**src/hdl/sdspi_pkg.sv**
```systemverilog
// Package: types, codes and constants for the SD card SPI host sequencer.
`default_nettype none
package sdspi_pkg;

  localparam int unsigned BlockBytesDef = 512;

  // Operation codes of an input beat
  typedef enum logic [2:0] {
    OP_RX    = 3'd0,
    OP_INIT  = 3'd1,
    OP_READ  = 3'd2,
    OP_WRITE = 3'd3,
    OP_WDATA = 3'd4
  } op_e;

  // Result kinds
  typedef enum logic [1:0] {
    KIND_XFER  = 2'd0,
    KIND_RDATA = 2'd1,
    KIND_WREQ  = 2'd2,
    KIND_DONE  = 2'd3
  } kind_e;

  // Done status codes
  typedef enum logic [2:0] {
    ST_OK        = 3'd0,
    ST_CMD0_BAD  = 3'd1,
    ST_CMD1_TO   = 3'd2,
    ST_CMD_REJ   = 3'd3,
    ST_DATA_REJ  = 3'd4,
    ST_BUSY_TO   = 3'd5
  } status_e;

  // Sequencer phases
  typedef enum logic [4:0] {
    PH_IDLE, PH_CLK, PH_CMD0, PH_R10, PH_GAP0, PH_CMD, PH_R1, PH_C1TAIL,
    PH_RGAP, PH_RTOKEN, PH_RDATA, PH_RTAIL, PH_WGAP, PH_WTOK, PH_WNEED,
    PH_WDATA, PH_WCRC, PH_WRESP, PH_WBUSY
  } phase_e;

  // Operation in progress
  typedef enum logic [1:0] {
    OPR_NONE  = 2'd0,
    OPR_INIT  = 2'd1,
    OPR_READ  = 2'd2,
    OPR_WRITE = 2'd3
  } oper_e;

  // Configuration register indexes
  typedef enum logic [0:0] {
    CFG_POLL_LIMIT  = 1'b0,
    CFG_INIT_CLOCKS = 1'b1
  } cfg_e;

  localparam int unsigned CfgDataW = 16;

  localparam logic [7:0] Cmd0Byte   = 8'h40;
  localparam logic [7:0] Cmd1Byte   = 8'h41;
  localparam logic [7:0] Cmd17Byte  = 8'h51;
  localparam logic [7:0] Cmd24Byte  = 8'h58;
  localparam logic [7:0] CrcByte    = 8'h95;
  localparam logic [7:0] TokenByte  = 8'hFE;
  localparam logic [7:0] DataRspOk  = 8'h05;
  localparam logic [7:0] IdleByte   = 8'hFF;
  localparam logic [7:0] R1IdleByte = 8'h01;

  typedef struct packed {
    logic [2:0]  op;
    logic [7:0]  rx_byte;
    logic [31:0] block_addr;
    logic [7:0]  wr_byte;
  } in_t;

  typedef struct packed {
    logic [1:0] kind;
    logic [7:0] tx_byte;
    logic       select_active;
    logic [7:0] rd_byte;
    logic [2:0] status;
    logic       last;
  } out_t;

endpackage
`default_nettype wire

```
**src/hdl/sdspi_outq.sv**
```systemverilog
// Two-entry result queue between the sequencer and the output channel.
`default_nettype none
module sdspi_outq (
  input  wire logic              clk_i,
  input  wire logic              rst_ni,
  input  wire logic              push_i,
  input  wire logic [1:0]        push_n_i,
  input  wire sdspi_pkg::out_t   push_a_i,
  input  wire sdspi_pkg::out_t   push_b_i,
  output logic                   empty_o,
  output logic                   out_valid_o,
  input  wire logic              out_ready_i,
  output sdspi_pkg::out_t        out_data_o
);

  sdspi_pkg::out_t ent_q [2];
  logic [1:0] cnt_q, cnt_d;
  logic       pop;

  assign pop         = out_valid_o && out_ready_i;
  assign out_valid_o = (cnt_q != 2'd0);
  assign out_data_o  = ent_q[0];
  assign empty_o     = (cnt_q == 2'd0);

  // Count: pushes only happen into an empty queue or one being drained
  always_comb begin
    cnt_d = cnt_q;
    if (pop) cnt_d = cnt_d - 2'd1;
    if (push_i) cnt_d = cnt_d + push_n_i;
  end

  always_ff @(posedge clk_i or negedge rst_ni) begin
    if (!rst_ni) begin
      cnt_q <= 2'd0;
    end else begin
      cnt_q <= cnt_d;
    end
  end

  // Entries: push lands at slot 0 when empty after pop
  always_ff @(posedge clk_i) begin
    if (push_i) begin
      ent_q[0] <= push_a_i;
      ent_q[1] <= push_b_i;
    end else if (pop) begin
      ent_q[0] <= ent_q[1];
    end
  end

endmodule
`default_nettype wire

```
**src/hdl/sd_card_spi_host_sequencer_unit.sv**
```systemverilog
// SD card SPI host sequencer: top level with byte-level command sequencing.
// Each input beat is handled combinationally: the sequencer state and the beat give
// one or two result beats, loaded into a two-entry output queue, and the first
// of them shows on the output in the cycle after the input beat is accepted. A new
// beat is taken whenever the queue is empty, or holds one beat that leaves this
// cycle, so with a ready consumer one beat per clock passes. A beat in the read
// data phase yields two results (the data byte and the next exchange), so there
// the next input beat waits until the first of the two has left the queue.
`default_nettype none
module sd_card_spi_host_sequencer_unit #(
  parameter int unsigned BlockBytes = sdspi_pkg::BlockBytesDef
) (
  input  wire logic                          clk_i,
  input  wire logic                          rst_ni,
  input  wire logic                          cfg_we_i,
  input  wire logic                          cfg_idx_i,
  input  wire logic [sdspi_pkg::CfgDataW-1:0] cfg_data_i,
  input  wire logic                          in_valid_i,
  output logic                               in_ready_o,
  input  wire sdspi_pkg::in_t                in_data_i,
  output logic                               out_valid_o,
  input  wire logic                          out_ready_i,
  output sdspi_pkg::out_t                    out_data_o
);

  // Byte counter also counts init clocks, so it never drops below 8 bits
  localparam int unsigned CntW = ($clog2(BlockBytes + 1) > 8) ? $clog2(BlockBytes + 1) : 8;
  localparam logic [CntW-1:0] BlockCnt = CntW'(BlockBytes);

  logic [15:0] poll_limit_q;
  logic [7:0]  init_clocks_q;
  sdspi_pkg::phase_e phase_q, phase_d;
  sdspi_pkg::oper_e  oper_q, oper_d;
  logic [CntW-1:0] bcnt_q, bcnt_d;
  logic [15:0] poll_q, poll_d, retry_q, retry_d;
  logic [2:0]  cidx_q, cidx_d;
  logic [31:0] addr_q, addr_d;
  logic        sel_q, sel_d;
  logic [7:0]  lastr_q, lastr_d;

  logic accept, q_empty, q_last, q_cnt2;
  logic [1:0] n_res;
  sdspi_pkg::out_t res_a, res_b;
  logic [15:0] poll_inc, retry_inc;
  logic [7:0] rx;

  assign q_last     = out_valid_o && out_ready_i && !(q_empty);
  assign in_ready_o = q_empty || (q_last && !(out_valid_o && q_cnt2));
  assign accept = in_valid_i && in_ready_o;
  assign rx = in_data_i.rx_byte;
  assign poll_inc  = poll_q + 16'd1;
  assign retry_inc = retry_q + 16'd1;

  // Configuration registers
  always_ff @(posedge clk_i or negedge rst_ni) begin
    if (!rst_ni) begin
      poll_limit_q  <= 16'hFFFF;
      init_clocks_q <= 8'd10;
    end else if (cfg_we_i) begin
      case (cfg_idx_i)
        sdspi_pkg::CFG_POLL_LIMIT:  poll_limit_q  <= cfg_data_i;
        sdspi_pkg::CFG_INIT_CLOCKS: init_clocks_q <= cfg_data_i[7:0];
        default: ;
      endcase
    end
  end

  function automatic logic hit(input logic [15:0] n, input logic [15:0] lim);
    hit = (n >= lim);
  endfunction

  // Command frame byte
  function automatic logic [7:0] cmd_byte(input logic [2:0] idx, input logic is0,
                                          input sdspi_pkg::oper_e opr,
                                          input logic [31:0] a);
    logic [7:0] b;
    b = 8'h00;
    if (idx == 3'd0) begin
      if (is0) b = sdspi_pkg::Cmd0Byte;
      else if (opr == sdspi_pkg::OPR_READ) b = sdspi_pkg::Cmd17Byte;
      else if (opr == sdspi_pkg::OPR_WRITE) b = sdspi_pkg::Cmd24Byte;
      else b = sdspi_pkg::Cmd1Byte;
    end else if (idx >= 3'd5) begin
      b = sdspi_pkg::CrcByte;
    end else if (opr != sdspi_pkg::OPR_INIT) begin
      case (idx)
        3'd1: b = a[31:24];
        3'd2: b = a[23:16];
        3'd3: b = a[15:8];
        default: b = a[7:0];
      endcase
    end
    cmd_byte = b;
  endfunction

  // Next state and result beats
  always_comb begin
    logic [7:0] txa;
    logic [1:0] ka;
    logic [2:0] sta;
    logic       fin;
    phase_d = phase_q; oper_d = oper_q; bcnt_d = bcnt_q; poll_d = poll_q;
    retry_d = retry_q; cidx_d = cidx_q; addr_d = addr_q; sel_d = sel_q;
    lastr_d = lastr_q;
    n_res = 2'd0;
    txa = sdspi_pkg::IdleByte; ka = sdspi_pkg::KIND_XFER; sta = sdspi_pkg::ST_OK;
    fin = 1'b0;
    res_b = '0;
    case (in_data_i.op)
      sdspi_pkg::OP_RX: begin
        if (phase_q != sdspi_pkg::PH_IDLE && phase_q != sdspi_pkg::PH_WNEED) begin
          n_res = 2'd1;
          case (phase_q)
            sdspi_pkg::PH_CLK: begin
              bcnt_d = bcnt_q + 1'b1;
              if (bcnt_d >= CntW'(init_clocks_q)) begin
                sel_d = 1'b1; cidx_d = 3'd0; phase_d = sdspi_pkg::PH_CMD0;
                txa = sdspi_pkg::Cmd0Byte;
              end
            end
            sdspi_pkg::PH_CMD0, sdspi_pkg::PH_CMD: begin
              cidx_d = cidx_q + 3'd1;
              if (cidx_d < 3'd6) begin
                txa = cmd_byte(cidx_d, phase_q == sdspi_pkg::PH_CMD0, oper_q, addr_q);
              end else begin
                poll_d = 16'd0;
                phase_d = (phase_q == sdspi_pkg::PH_CMD0) ? sdspi_pkg::PH_R10
                                                          : sdspi_pkg::PH_R1;
              end
            end
            sdspi_pkg::PH_R10, sdspi_pkg::PH_R1: begin
              poll_d = poll_inc; lastr_d = rx;
              if (!(rx[7] && !hit(poll_inc, poll_limit_q))) begin
                if (phase_q == sdspi_pkg::PH_R10) begin
                  if (rx == sdspi_pkg::R1IdleByte) phase_d = sdspi_pkg::PH_GAP0;
                  else begin fin = 1'b1; sta = sdspi_pkg::ST_CMD0_BAD; end
                end else if (oper_q == sdspi_pkg::OPR_INIT) begin
                  phase_d = sdspi_pkg::PH_C1TAIL;
                end else if (rx != 8'h00) begin
                  fin = 1'b1; sta = sdspi_pkg::ST_CMD_REJ;
                end else begin
                  phase_d = (oper_q == sdspi_pkg::OPR_READ) ? sdspi_pkg::PH_RGAP
                                                            : sdspi_pkg::PH_WGAP;
                end
              end
            end
            sdspi_pkg::PH_GAP0: begin
              retry_d = 16'd0; cidx_d = 3'd0; phase_d = sdspi_pkg::PH_CMD;
              txa = cmd_byte(3'd0, 1'b0, oper_q, addr_q);
            end
            sdspi_pkg::PH_C1TAIL: begin
              retry_d = retry_inc;
              if (lastr_q == 8'h00) begin fin = 1'b1; sta = sdspi_pkg::ST_OK; end
              else if (hit(retry_inc, poll_limit_q)) begin
                fin = 1'b1; sta = sdspi_pkg::ST_CMD1_TO;
              end else begin
                cidx_d = 3'd0; phase_d = sdspi_pkg::PH_CMD;
                txa = cmd_byte(3'd0, 1'b0, oper_q, addr_q);
              end
            end
            sdspi_pkg::PH_RGAP: begin
              poll_d = 16'd0; phase_d = sdspi_pkg::PH_RTOKEN;
            end
            sdspi_pkg::PH_RTOKEN: begin
              poll_d = poll_inc;
              if (rx == sdspi_pkg::TokenByte || hit(poll_inc, poll_limit_q)) begin
                bcnt_d = '0; phase_d = sdspi_pkg::PH_RDATA;
              end
            end
            sdspi_pkg::PH_RDATA: begin
              // data byte first, then the next exchange
              n_res = 2'd2;
              bcnt_d = bcnt_q + 1'b1;
              if (bcnt_d >= BlockCnt) begin
                bcnt_d = '0; phase_d = sdspi_pkg::PH_RTAIL;
              end
            end
            sdspi_pkg::PH_RTAIL: begin
              bcnt_d = bcnt_q + 1'b1;
              if (bcnt_d >= CntW'(3)) begin fin = 1'b1; sta = sdspi_pkg::ST_OK; end
            end
            sdspi_pkg::PH_WGAP: begin
              phase_d = sdspi_pkg::PH_WTOK; txa = sdspi_pkg::TokenByte;
            end
            sdspi_pkg::PH_WTOK: begin
              bcnt_d = '0; phase_d = sdspi_pkg::PH_WNEED; ka = sdspi_pkg::KIND_WREQ;
            end
            sdspi_pkg::PH_WDATA: begin
              bcnt_d = bcnt_q + 1'b1;
              if (bcnt_d < BlockCnt) begin
                phase_d = sdspi_pkg::PH_WNEED; ka = sdspi_pkg::KIND_WREQ;
              end else begin
                bcnt_d = '0; phase_d = sdspi_pkg::PH_WCRC;
              end
            end
            sdspi_pkg::PH_WCRC: begin
              bcnt_d = bcnt_q + 1'b1;
              if (bcnt_d < CntW'(2)) txa = sdspi_pkg::TokenByte;
              else phase_d = sdspi_pkg::PH_WRESP;
            end
            sdspi_pkg::PH_WRESP: begin
              lastr_d = rx;
              if ((rx & sdspi_pkg::DataRspOk) != sdspi_pkg::DataRspOk) begin
                fin = 1'b1; sta = sdspi_pkg::ST_DATA_REJ;
              end else begin
                poll_d = 16'd0; phase_d = sdspi_pkg::PH_WBUSY;
              end
            end
            sdspi_pkg::PH_WBUSY: begin
              poll_d = poll_inc; lastr_d = rx;
              if (rx == 8'hFF) begin fin = 1'b1; sta = sdspi_pkg::ST_OK; end
              else if (hit(poll_inc, poll_limit_q)) begin
                fin = 1'b1; sta = sdspi_pkg::ST_BUSY_TO;
              end
            end
            default: n_res = 2'd0;
          endcase
        end
      end
      sdspi_pkg::OP_INIT, sdspi_pkg::OP_READ, sdspi_pkg::OP_WRITE: begin
        if (phase_q == sdspi_pkg::PH_IDLE) begin
          n_res = 2'd1;
          oper_d = sdspi_pkg::oper_e'(in_data_i.op[1:0]);
          cidx_d = 3'd0;
          if (in_data_i.op == sdspi_pkg::OP_INIT) begin
            bcnt_d = '0;
            if (init_clocks_q == 8'd0) begin
              sel_d = 1'b1; phase_d = sdspi_pkg::PH_CMD0; txa = sdspi_pkg::Cmd0Byte;
            end else begin
              sel_d = 1'b0; phase_d = sdspi_pkg::PH_CLK;
            end
          end else begin
            addr_d = in_data_i.block_addr; sel_d = 1'b1; phase_d = sdspi_pkg::PH_CMD;
            txa = (in_data_i.op == sdspi_pkg::OP_READ) ? sdspi_pkg::Cmd17Byte
                                                       : sdspi_pkg::Cmd24Byte;
          end
        end
      end
      sdspi_pkg::OP_WDATA: begin
        if (phase_q == sdspi_pkg::PH_WNEED) begin
          n_res = 2'd1; phase_d = sdspi_pkg::PH_WDATA; txa = in_data_i.wr_byte;
        end
      end
      default: n_res = 2'd0;
    endcase
    if (fin) begin
      phase_d = sdspi_pkg::PH_IDLE; oper_d = sdspi_pkg::OPR_NONE;
      ka = sdspi_pkg::KIND_DONE; txa = sdspi_pkg::IdleByte;
    end
    if (ka != sdspi_pkg::KIND_XFER) txa = sdspi_pkg::IdleByte;
    // Exchange, write request or done beat
    res_a.kind = ka;
    res_a.tx_byte = txa;
    res_a.select_active = sel_d;
    res_a.rd_byte = 8'h00;
    res_a.status = fin ? sta : sdspi_pkg::ST_OK;
    res_a.last = 1'b1;
    res_b = res_a;
    if (n_res == 2'd2) begin
      // read data byte goes out ahead of the next exchange
      res_a.kind = sdspi_pkg::KIND_RDATA;
      res_a.tx_byte = sdspi_pkg::IdleByte;
      res_a.rd_byte = rx;
      res_a.status = sdspi_pkg::ST_OK;
      res_a.last = 1'b0;
    end
  end

  always_ff @(posedge clk_i or negedge rst_ni) begin
    if (!rst_ni) begin
      phase_q <= sdspi_pkg::PH_IDLE; oper_q <= sdspi_pkg::OPR_NONE;
      bcnt_q <= '0; poll_q <= '0; retry_q <= '0; cidx_q <= '0;
      addr_q <= '0; sel_q <= 1'b0; lastr_q <= 8'hFF;
    end else if (accept) begin
      phase_q <= phase_d; oper_q <= oper_d; bcnt_q <= bcnt_d; poll_q <= poll_d;
      retry_q <= retry_d; cidx_q <= cidx_d; addr_q <= addr_d; sel_q <= sel_d;
      lastr_q <= lastr_d;
    end
  end

  // Queue holds at most two beats; the second beat exists only right after a push of two
  logic [1:0] qn_q;
  always_ff @(posedge clk_i or negedge rst_ni) begin
    if (!rst_ni) begin
      qn_q <= 2'd0;
    end else begin
      qn_q <= qn_q - {1'b0, out_valid_o && out_ready_i}
                   + ((accept && n_res != 2'd0) ? n_res : 2'd0);
    end
  end
  assign q_cnt2 = (qn_q == 2'd2);

  sdspi_outq u_outq (
    .clk_i       (clk_i),
    .rst_ni      (rst_ni),
    .push_i      (accept && n_res != 2'd0),
    .push_n_i    (n_res),
    .push_a_i    (res_a),
    .push_b_i    (res_b),
    .empty_o     (q_empty),
    .out_valid_o (out_valid_o),
    .out_ready_i (out_ready_i),
    .out_data_o  (out_data_o)
  );

endmodule
`default_nettype wire

```
**config.mk**
```make
export PLATFORM = sky130hd
export DESIGN_NAME = sd_card_spi_host_sequencer_unit
export DESIGN_NICKNAME = d
export VERILOG_FILES = /design/src/hdl/sdspi_pkg.sv /design/src/hdl/sdspi_outq.sv /design/src/hdl/sd_card_spi_host_sequencer_unit.sv
export SDC_FILE = /design/constraint.sdc
export NUM_CORES = 1
export LEC_CHECK = 0
export BUFFER_PORTS_ARGS = -buffer_cell sky130_fd_sc_hd__buf_2
export CAP_MARGIN = 25
export CORE_MARGIN = 3
export CORE_UTILIZATION = 45
export DETAILED_ROUTE_END_ITERATION = 10
export SETUP_SLACK_MARGIN = 0.3
export SKIP_LAST_GASP = 1
export SLEW_MARGIN = 30
export SYNTH_ARGS = -nofsm -noshare
export SYNTH_HDL_FRONTEND = slang
export SYNTH_HIERARCHICAL = 1
export SYNTH_SLANG_ARGS = --single-unit
export TNS_END_PERCENT = 50
```
**constraint.sdc**
```tcl
create_clock -name clk_i -period 8.3 [get_ports clk_i]
set_input_delay 0.83 -clock clk_i [delete_from_list [all_inputs] [get_ports clk_i]]
set_output_delay 0.83 -clock clk_i [all_outputs]
set_load 0.01 [all_outputs]
```
==> flow_summary_export.csv, run 1 <==
group,metric,value,unit
outcome,status,"finished, final reports clean",
final_layout,syn_to_final_growth,13.07,%
clock_network,cts_max_level,4,
worst_setup_path,path_class,"flop to flop",
clock_network,postCtsHoldBufs,0,
synthesis,yosys_warnings,6,
timing,setup_viol,0,
synthesis,async_reset_ff_frac,0.7246,
detailed_routing,drc,0,
pwr,p_int,0.002004,W
pwr,clkPwrFrac,0.252,
grt,gr-total-overflow,0,
timing,holdWs,466.1,ps
worst_setup_path,regToRegStartpoint,"poll_q[0]",
timing,clock_skew,14.55,ps
grt,antenna_found_initial,0,
die,coreArea,22030,um2
die,pin_count,98,
worst_setup_path,ff2ff_setup_slack,2940,ps
die,initial_core_util,0.4634,
worst_setup_path,path_max_fanout,10,
clock_network,cts.path.max_buffers,2,
timing,hold_viol_final,0,
grt,grt_pass1_wl,39860,um
timing,fin_crit_sh,0.6459,
detailed_routing,ant_nets,0,
place,dp_hpwl,17580,um
worst_setup_path,r2r-end,"u_outq/ent_q[0][14]",
detailed_routing,vias,7988,
worst_setup_path,cp.arrival,5540,ps
grt,grt_max_degree,67,
pwr,total_leakage_power,5.139,nW
clock_network,cts_resized,0,
synthesis,avgSynthCellArea,9.805,um2
synthesis,ys_seq_area_frac,0.4352,
detailed_routing,totalWireLength,24560,um
grt,grt_pass1_vias,7585,
place,numPortBuffers,97,
final_layout,num-nets-final,1247,
synthesis,synth-seq-cells,167,
clock_network,cts.sinks,167,
clock_network,clk_latency,430,ps
final_layout,fillCellCount,1981,
timing,worst-slew-pin-transition,960.1,ps
die,die_x,156.6,um
pwr,power_switching_share,0.3785,
detailed_routing,post_drt_wl_per_cell,17.37,um
detailed_routing,drtIter0Drc,558,
clock_network,cts_buffers,17,
final_layout,num_antenna_cells,0,
final_layout,drive_above_1_share,0.2293,
die,num_rows,54,
pwr,powerDensity,279.3,nW/um2
clock_network,cts_tree,"yes",
flow_run,maxCapViolations,0,
timing,drv_slew,0,
synthesis,synthCells,1041,
worst_setup_path,end_kind,"flop",
grt,grtUsageMet1,0.2980,
grt,grt_util_all_layers,0.2019,
timing,rsz0062_at_grt,"no",
worst_hold_path,hold_class,"input port to asynchronous set/reset pin",
detailed_routing,first_pass_iters,5,
die,dieArea,24530,um2
timing,tns,0,ps
die,die_y,156.6,um
pwr,p_switching,0.001220,W
synthesis,synth.distinct_cells,77,
detailed_routing,via_per_inst,5.649,
pwr,vdd_ir_drop_max,0.1634,mV
pwr,p_comb_frac,0.377,
clock_network,clkTransAtPathRegs,70,ps
timing,slew_headroom,0.3599,
timing,fin_crit,5361,ps
pwr,power_frac_seq,0.371,
grt,grt_use_met3,0.03955,
grt,busiest_layer,"met2",
synthesis,synth-main-ff-cell,"dfrtp_1",
worst_setup_path,crit_path_start_kind,"flop",
worst_setup_path,cp.required,8480,ps
worst_setup_path,reg2reg_depth,16,
grt,use_met2,0.3020,
clock_network,cts_setup_buffers,0,
place,gp_congestion,0.9126,
synthesis,synth_edf_count,46,
synthesis,syn_area,10210,um2
timing,max_freq,186.5,MHz
clock_network,clockRootBuffer,"clkbuf_16",
-- cells in the final DEF, fill, tap and decap left out, types with 9 or more instances in the layout --
| master | n |
|---|---|
| a211o_1 | 12 |
| a21oi_1 | 35 |
| a221o_1 | 9 |
| a22o_1 | 16 |
| a31oi_1 | 10 |
| and2_1 | 14 |
| and3_1 | 15 |
| buf_2 | 96 |
| buf_4 | 10 |
| clkbuf_16 | 17 |
| conb_1 | 9 |
| dfrtp_1 | 95 |
| dfstp_2 | 26 |
| edfxtp_1 | 46 |
| ha_1 | 53 |
| inv_1 | 48 |
| mux2_2 | 78 |
| nand2_1 | 100 |
| nand2b_1 | 22 |
| nand3_1 | 39 |
| nor2_1 | 72 |
| nor2b_1 | 9 |
| nor3_1 | 17 |
| o21ai_0 | 86 |
| o31ai_1 | 12 |
| xnor2_1 | 29 |
| xor2_1 | 17 |
-- cells in the mapped netlist, types with 3 or more instances --
cell type | n | share of area
a211o_1 | 12 | 0.010
a211oi_1 | 6 | 0.0044
a21o_1 | 8 | 0.0059
a21oi_1 | 35 | 0.017
a221o_1 | 9 | 0.0088
a221oi_1 | 4 | 0.0034
a22o_1 | 16 | 0.014
a22oi_1 | 4 | 0.0029
a31oi_1 | 10 | 0.0061
and2_1 | 14 | 0.0086
and3_1 | 15 | 0.0092
buf_1 | 3 | 0.0011
clkbuf_1 | 44 | 0.016
dfrtp_1 | 95 | 0.23
dfstp_2 | 26 | 0.067
edfxtp_1 | 46 | 0.14
ha_1 | 53 | 0.065
inv_1 | 48 | 0.018
mux2_2 | 78 | 0.086
nand2_1 | 100 | 0.037
nand2b_1 | 22 | 0.013
nand3_1 | 39 | 0.019
nand4_1 | 8 | 0.0049
nor2_1 | 73 | 0.027
nor2b_1 | 10 | 0.0061
nor3_1 | 18 | 0.0088
nor3b_1 | 6 | 0.0044
nor4_1 | 8 | 0.0049
o211ai_1 | 7 | 0.0051
o21a_1 | 6 | 0.0044
o21ai_0 | 86 | 0.042
o22ai_1 | 5 | 0.0031
o31a_1 | 3 | 0.0026
o31ai_1 | 12 | 0.0088
o41ai_1 | 3 | 0.0026
or2_2 | 3 | 0.0018
or3_1 | 4 | 0.0025
or4_1 | 8 | 0.0059
xnor2_1 | 29 | 0.025
xor2_1 | 17 | 0.015
-- power by group through the flow --
stage,sequential (W),combinational [W],clock [W]
global placement,0.00121,0.00118,0
finish,0.00119,0.00122,0.000814
global route,0.00122,0.00135,0.000865
floorplan,0.00118,0.000894,0
CTS,0.00120,0.00121,0.000832
detailed placement,0.00121,0.00120,0
-- how the worst max path moves through the flow --
stage | from | endpoint | slack [ps] | cells after the start
6_report | poll_q[0] | u_outq/ent_q[0][14] | 2940 | 16
5_1_grt | poll_q[7] | u_outq/ent_q[0][13] | 2540 | 15
4_1_cts | poll_q[7] | u_outq/ent_q[0][18] | 2990 | 15
3_5_place_dp | poll_q[7] | u_outq/ent_q[0][18] | 3050 | 15
3_3_place_gp | poll_q[7] | u_outq/ent_q[0][18] | 3150 | 15
2_1_floorplan | in_data_i[49] | u_outq/ent_q[0][0] | 3700 | 10
-- state kept, by name, indices dropped and copies added, names as in the netlist, 3 cells and up --
name and cells:
bcnt_q 10, addr_q 32, init_clocks_q 8, poll_q 16, phase_q 5, lastr_q 8
retry_q 16, poll_limit_q 16, cidx_q 3, u_outq/ent_q 46
-- cell families (layout without fill, tap and decap cells) --
family                   Yosys count  in the layout  synth area share
AO/OA/AOI/OAI                    244            244            0.1589
XOR/XNOR                          46             46           0.03947
adder cells (fa/ha/maj)           54             54           0.06595
buffers and inverters            102            188           0.04143
flip-flops                       167            167            0.4352
multiplexers                      81             81           0.08948
other                              2              9         0.0007357
AND/OR/NAND/NOR                  345            345            0.1689
-- routing by layer --
metal	share of wire	wire length, um
met1	0.49	12150
met2	0.44	10780
met3	0.047	1155
met4	0.019	473
met5	0	0
-- through the flow --
step	total power, W	setup WS [ps]	area [um2]	utilization	cells
after floorplan	0.002076	3702	10230	-	1048
after global placement	0.002390	3152	10910	0.4954	1381
after global routing	0.003441	2542	11540	0.5240	1414
after detailed placement	0.002411	3051	10930	0.4961	1382
after CTS	0.003234	2995	11530	0.5235	1414
final	0.003224	2939	11540	0.5240	1414
-- critical path, stage by stage (launching register included) --
cell      delay [ps]
dfrtp_1          430
ha_1             260
nand3_1          160
nor2_1           340
nand2_1          140
nor2_1           150
xnor2_1          170
ha_1             280
nand2_1           70
o21ai_0           90
a2111o_1         370
o31ai_1          720
a211oi_1         240
nor4b_1          560
o221ai_1         500
a211o_1          380
mux2_2           260
-- area by class of cell --
class | instances | area [um2] | share of cell area
multi-input combinational | 779 | 5390 | 0.4670
sequential | 167 | 4442 | 0.3849
timing repair buffer | 107 | 570.5 | 0.04944
clock buffer | 17 | 425.4 | 0.03686
tap | 280 | 350.3 | 0.03036
inverter | 49 | 183.9 | 0.01594
clock inverter | 15 | 178.9 | 0.01550
Power figures use the tool's default switching activity.
==> inputs of run 2 (changes only) <==
- clock period: 8.3 -> 5.45 ns (I/O delays scaled with it)
==> flow_summary_export.csv, run 2 (synthesis results as in run 1) <==
group,metric,value,unit
place,gp_congestion,0.9073,
timing,rsz0062_at_grt,"no",
clock_network,clockRootBuffer,"clkbuf_16",
die,coreArea,22030,um2
timing,fin_crit,4705,ps
pwr,p_total,0.004958,W
timing,worst-slew-pin-transition,835.7,ps
die,pin_count,98,
grt,grt_pass1_vias,7849,
worst_setup_path,cp.required,5630,ps
pwr,p_comb_frac,0.365,
clock_network,cts.path.max_buffers,2,
pwr,power_frac_seq,0.376,
worst_hold_path,hold_class,"input port to asynchronous set/reset pin",
grt,gr-total-overflow,0,
timing,clock_skew,17.39,ps
clock_network,cts_setup_buffers,0,
pwr,vdd_ir_drop_max,0.2284,mV
pwr,p_int,0.003129,W
final_layout,largest_reg_flops,46,
final_layout,final_cell_mix,"nand2_1, buf_2, dfrtp_1, o21ai_0, mux2_2",
final_layout,final_common_cell,"nand2_1",
pwr,p_switching,0.001829,W
timing,fin_crit_sh,0.8634,
detailed_routing,drc,0,
worst_setup_path,crit_path_start_kind,"flop",
detailed_routing,via_per_inst,5.665,
flow_run,maxCapViolations,0,
detailed_routing,post_drt_wl_per_cell,17.44,um
final_layout,syn_to_final_growth,13.43,%
timing,max_freq,212.5,MHz
timing,tns,0,ps
clock_network,cts_tree,"yes",
clock_network,clk_latency,430,ps
outcome,status,"finished, final reports clean",
worst_setup_path,cp_cell_sequence,"and3_1 -> nand3_1 -> or3_1 -> nor3_1 -> xor2_1 -> ha_1 -> a21oi_1 -> o21ai_0 -> a2111o_1 -> o31ai_1 -> buf_4 -> a21oi_1 -> nor4b_1 -> o221ai_2 -> a211o_1 -> mux2_2",
final_layout,top_register,"u_outq/ent_q",
die,dieArea,24530,um2
detailed_routing,drtIter0Drc,561,
final_layout,num_antenna_cells,0,
final_layout,drive_above_1_share,0.2331,
pwr,power_switching_share,0.3689,
clock_network,postCtsHoldBufs,0,
timing,slew_headroom,0.4429,
die,die_x,156.6,um
detailed_routing,first_pass_iters,5,
final_layout,top_regs,"u_outq/ent_q (46), addr_q (32)",
pwr,total_leakage_power,5.155,nW
clock_network,cts_max_level,4,
die,die_y,156.6,um
worst_setup_path,worst_path_largest_cell_delay,590,ps
clock_network,clkTransAtPathRegs,70,ps
worst_setup_path,cp.arrival,4890,ps
final_layout,num-nets-final,1250,
worst_setup_path,cpMaxStageDelayCell,"nor4b_1",
timing,drv_slew,0,
grt,grt_util_all_layers,0.2061,
worst_setup_path,path_class,"flop to flop",
clock_network,cts.sinks,167,
grt,grt_max_degree,81,
worst_setup_path,end_kind,"flop",
place,numPortBuffers,97,
timing,hold_viol_final,0,
clock_network,cts_buffers,17,
detailed_routing,vias,8027,
worst_setup_path,crit_top_cell,"a21oi_1",
die,num_rows,54,
pwr,powerDensity,428.2,nW/um2
grt,antenna_found_initial,0,
pwr,clkPwrFrac,0.259,
worst_setup_path,path_max_fanout,10,
die,initial_core_util,0.4634,
grt,grt_pass1_wl,40740,um
detailed_routing,ant_nets,0,
timing,setup_viol,0,
place,dp_hpwl,17980,um
detailed_routing,totalWireLength,24720,um
run 2: cell type report:
cell class	count	area, um2
Sequential cell	167	4443
Clock buffer	17	425.4
Clock inverter	15	190.2
Fill cell	2033	10450
Multi-Input combinational cell	779	5396
Tap cell	280	350.3
Timing Repair Buffer	110	589.3
Inverter	49	183.9
run 2: path summary, 6_finish.rpt:
| path | from | to | slack [ps] | depth (start not counted) |
|---|---|---|---|---|
| worst max-delay path | poll_q[7] | u_outq/ent_q[0][15] | 740 | 16 |
| worst min-delay path | rst_ni | retry_q[14] | 170 | 1 |
| worst max register to register | poll_q[7] | u_outq/ent_q[0][15] | 740 | 16 |
| worst min register to register | poll_q[13] | poll_q[13] | 490 | 2 |
| max in group asynchronous | rst_ni | phase_q[4] | 4210 | 2 |
| min in group clk_i | cfg_data_i[9] | poll_limit_q[9] | 320 | 3 |
run 2: power by group through the flow:
stage / Combinational, W / Sequential (W) / Clock, W
finish: 0.00181 / 0.00186 / 0.00129
global route: 0.00203 / 0.00191 / 0.00137
CTS: 0.00181 / 0.00186 / 0.00131
detailed placement: 0.00180 / 0.00188 / 0
global placement: 0.00178 / 0.00187 / 0
floorplan: 0.00136 / 0.00180 / 0
run 2: metal layers:
layer | vias to the layer above | wire [um] | GRT usage
li1 | 3954 | - | -
met1 | 3826 | 12050 | 0.2989
met2 | 212 | 11070 | 0.3186
met3 | 35 | 1107 | 0.03650
met4 | 0 | 500 | 0.05752
met5 | - | 0 | 0
run 2: critical path, delay by kind of cell, from the launching register on:
kind | cells | cell delay [ps]
AO/OA/AOI/OAI | 7 | 1540
XOR/XNOR | 1 | 220
adder cells (fa/ha/maj) | 1 | 280
buffers and inverters | 1 | 190
flip-flops | 1 | 430
multiplexers | 1 | 260
AND/OR/NAND/NOR | 5 | 1520
run 2: repair_timing:
item	in CTS	in global routing
setup endpoints to repair	0	5
hold endpoints to repair	0	0
gates resized for setup	0	1
run 2: per-stage QoR:
stage	hold slack, ps	instances	setup slack (ps)	utilization	cell area (um2)
finish	168.8	1417	744.7	0.5257	11580
global route	213.2	1417	400.0	0.5257	11580
CTS	188.6	1417	637.3	0.5251	11570
detailed placement	464.7	1385	667.5	0.4972	10950
global placement	462.9	1385	716.8	0.4968	10940
floorplan	249.4	1048	1137	-	10230
==> inputs of run 3 (changes only) <==
- ABC_AREA: not set -> 1
- clock period: 5.45 -> 5.5 ns (I/O delays scaled with it)
==> flow_summary_export.csv, run 3 <==
group,metric,value,unit
synthesis,avgSynthCellArea,8.068,um2
clock_network,cts_resized,0,
final_layout,drive_above_1_share,0.1967,
clock_network,clockRootBuffer,"clkbuf_16",
timing,tns,0,ps
clock_network,cts_buffers,17,
timing,drv_slew,0,
final_layout,num-nets-final,1521,
flow_run,maxCapViolations,0,
synthesis,synth.largest_area_cell,"dfrtp_1",
final_layout,top_register,"u_outq/ent_q",
clock_network,cts_max_level,4,
synthesis,yosys_warnings,6,
synthesis,synth_compound_area_frac,0.08819,
synthesis,netlist_top_cells_count,"nand2_1, inv_1, nand3_1",
final_layout,num_antenna_cells,0,
timing,max_freq,227.8,MHz
clock_network,cts_setup_buffers,0,
die,die_y,158.0,um
place,numPortBuffers,97,
final_layout,fillCellCount,2156,
synthesis,yosys.area_share.simple,0.2826,
synthesis,synth_top_family_by_area,"simple AND/OR/NAND/NOR gates",
die,num_rows,54,
synthesis,synth_edf_count,46,
detailed_routing,post_drt_wl_per_cell,14.79,um
grt,gr-total-overflow,0,
synthesis,synth-main-ff-cell,"dfrtp_1",
final_layout,final_cell_mix,"nand2_1, inv_1, nand3_1, nor2_1, buf_2",
synthesis,synthXorXnorAreaFrac,0.01769,
synthesis,synth-seq-cells,167,
worst_setup_path,cp_top_family,"simple AND/OR/NAND/NOR gates",
synthesis,synthMuxAreaShare,0.03465,
grt,grt_pass1_wl,41300,um
synthesis,ys_seq_area_frac,0.4271,
worst_setup_path,path_class,"flop to flop",
final_layout,final_common_cell,"nand2_1",
detailed_routing,vias,8647,
final_layout,syn_to_final_growth,12.86,%
die,coreArea,22300,um2
worst_setup_path,end_kind,"flop",
final_layout,largest_reg_flops,46,
synthesis,async_reset_ff_frac,0.7246,
synthesis,synth.distinct_cells,56,
worst_setup_path,crit_path_start_kind,"flop",
synthesis,synth_most_common_cell,"nand2_1",
timing,holdWs,181.3,ps
timing,clock_skew,20.39,ps
timing,rsz0062_at_grt,"no",
detailed_routing,first_pass_iters,5,
timing,fin_crit_sh,0.7981,
grt,grt_pass1_vias,8217,
die,dieArea,24970,um2
worst_setup_path,crit_buf_inv,1,
detailed_routing,via_per_inst,5.123,
clock_network,postCtsHoldBufs,0,
place,dp_hpwl,19170,um
clock_network,cts.path.max_buffers,2,
die,initial_core_util,0.4664,
timing,fin_crit,4389,ps
detailed_routing,drtIter0Drc,571,
outcome,status,"finished, final reports clean",
worst_setup_path,crit_top_cell,"nand2_1",
detailed_routing,ant_nets,0,
grt,antenna_found_initial,0,
clock_network,clkTransAtPathRegs,70,ps
pwr,vdd_ir_drop_max,0.2523,mV
worst_setup_path,path_max_fanout,8,
timing,slew_headroom,0.4464,
worst_hold_path,hold_class,"input port to asynchronous set/reset pin",
grt,grt_max_degree,54,
grt,grt_util_all_layers,0.2068,
worst_setup_path,cp.arrival,4570,ps
timing,hold_viol_final,0,
pwr,powerDensity,429.0,nW/um2
synthesis,synth_area_leaders,"dfrtp_1, edfxtp_1, nand2_1",
worst_setup_path,cpMaxStageDelayCell,"dfrtp_1",
synthesis,synth_top_cell_area_share,0.2286,
timing,setup_viol,0,
detailed_routing,drc,0,
timing,worst-slew-pin-transition,827.3,ps
final_layout,top_regs,"u_outq/ent_q (46), addr_q (32)",
pwr,total_leakage_power,5.962,nW
detailed_routing,totalWireLength,24970,um
die,die_x,158.0,um
worst_setup_path,cp.required,5680,ps
die,pin_count,98,
clock_network,clk_latency,440,ps
synthesis,synthCells,1289,
synthesis,syn_area,10400,um2
clock_network,cts_tree,"yes",
synthesis,yosys.area_share.adder,0.06376,
clock_network,cts.sinks,167,
place,gp_congestion,0.9325,
worst_setup_path,worst_path_largest_cell_delay,400,ps
-- run 3: cell types whose count changed in the layout (fill, tap and decap cells not counted), moves of 24 or more --
cell,change
nand2_1,+206
inv_1,+134
nand3_1,+64
mux2_2,-46
nand2_2,+33
nor2_1,+30
xnor2_1,-24
-- run 3: metrics by stage --
stage | total power [W] | worst slack [ps] | area [um2] | util | std cells
3_5_place_dp | 0.003888 | 1127 | 11160 | 0.5007 | 1656
2_1_floorplan | 0.003350 | 1743 | 10430 | - | 1296
3_3_place_gp | 0.003852 | 1253 | 11160 | 0.5004 | 1656
6_report | 0.005035 | 1111 | 11740 | 0.5264 | 1688
5_1_grt | 0.005469 | 542.8 | 11740 | 0.5264 | 1688
4_1_cts | 0.005080 | 1069 | 11730 | 0.5262 | 1688
-- run 3: logic make-up after synthesis --
family,count (synthesis)
buffers and inverters,218
XOR/XNOR,21
other,2
multiplexers,32
AO/OA/AOI/OAI,161
flip-flops,167
AND/OR/NAND/NOR,635
adder cells (fa/ha/maj),53
-- run 3: path summary, 6_finish.rpt --
check                                 start             endpoint  slack [ps]  cells past startpoint
setup reg to reg                 retry_q[0]  u_outq/ent_q[0][16]        1110                     25
min in group clk_i            in_data_i[11]            addr_q[3]         330                      2
hold / removal                       rst_ni           poll_q[10]         180                      1
max in group asynchronous            rst_ni            cidx_q[2]        4240                      2
hold reg to reg            init_clocks_q[2]     init_clocks_q[2]         490                      2
setup / recovery                 retry_q[0]  u_outq/ent_q[0][16]        1110                     25
-- run 3: cell type report --
class	count	area [um2]	share of cell area
Clock inverter	14	140.1	0.01194
Multi-Input combinational cell	911	5109	0.4352
Sequential cell	167	4442	0.3784
Clock buffer	18	429.2	0.03656
Inverter	196	742.0	0.06321
Timing Repair Buffer	102	525.5	0.04477
Tap cell	280	350.3	0.02985
-- run 3: layer usage --
metal / share of wire / vias up / GRT usage
li1: - / 4445 / -
met1: 0.49 / 3978 / 0.3076
met2: 0.44 / 201 / 0.3159
met3: 0.050 / 23 / 0.03390
met4: 0.014 / 0 / 0.05203
met5: 0 / - / 0
-- run 3: power breakdown --
part           total [W]  internal, W  switching [W]
Sequential       0.00188      0.00167       0.000210
Clock            0.00117     0.000634       0.000535
Combinational    0.00198     0.000709        0.00128
Total            0.00504      0.00301        0.00202
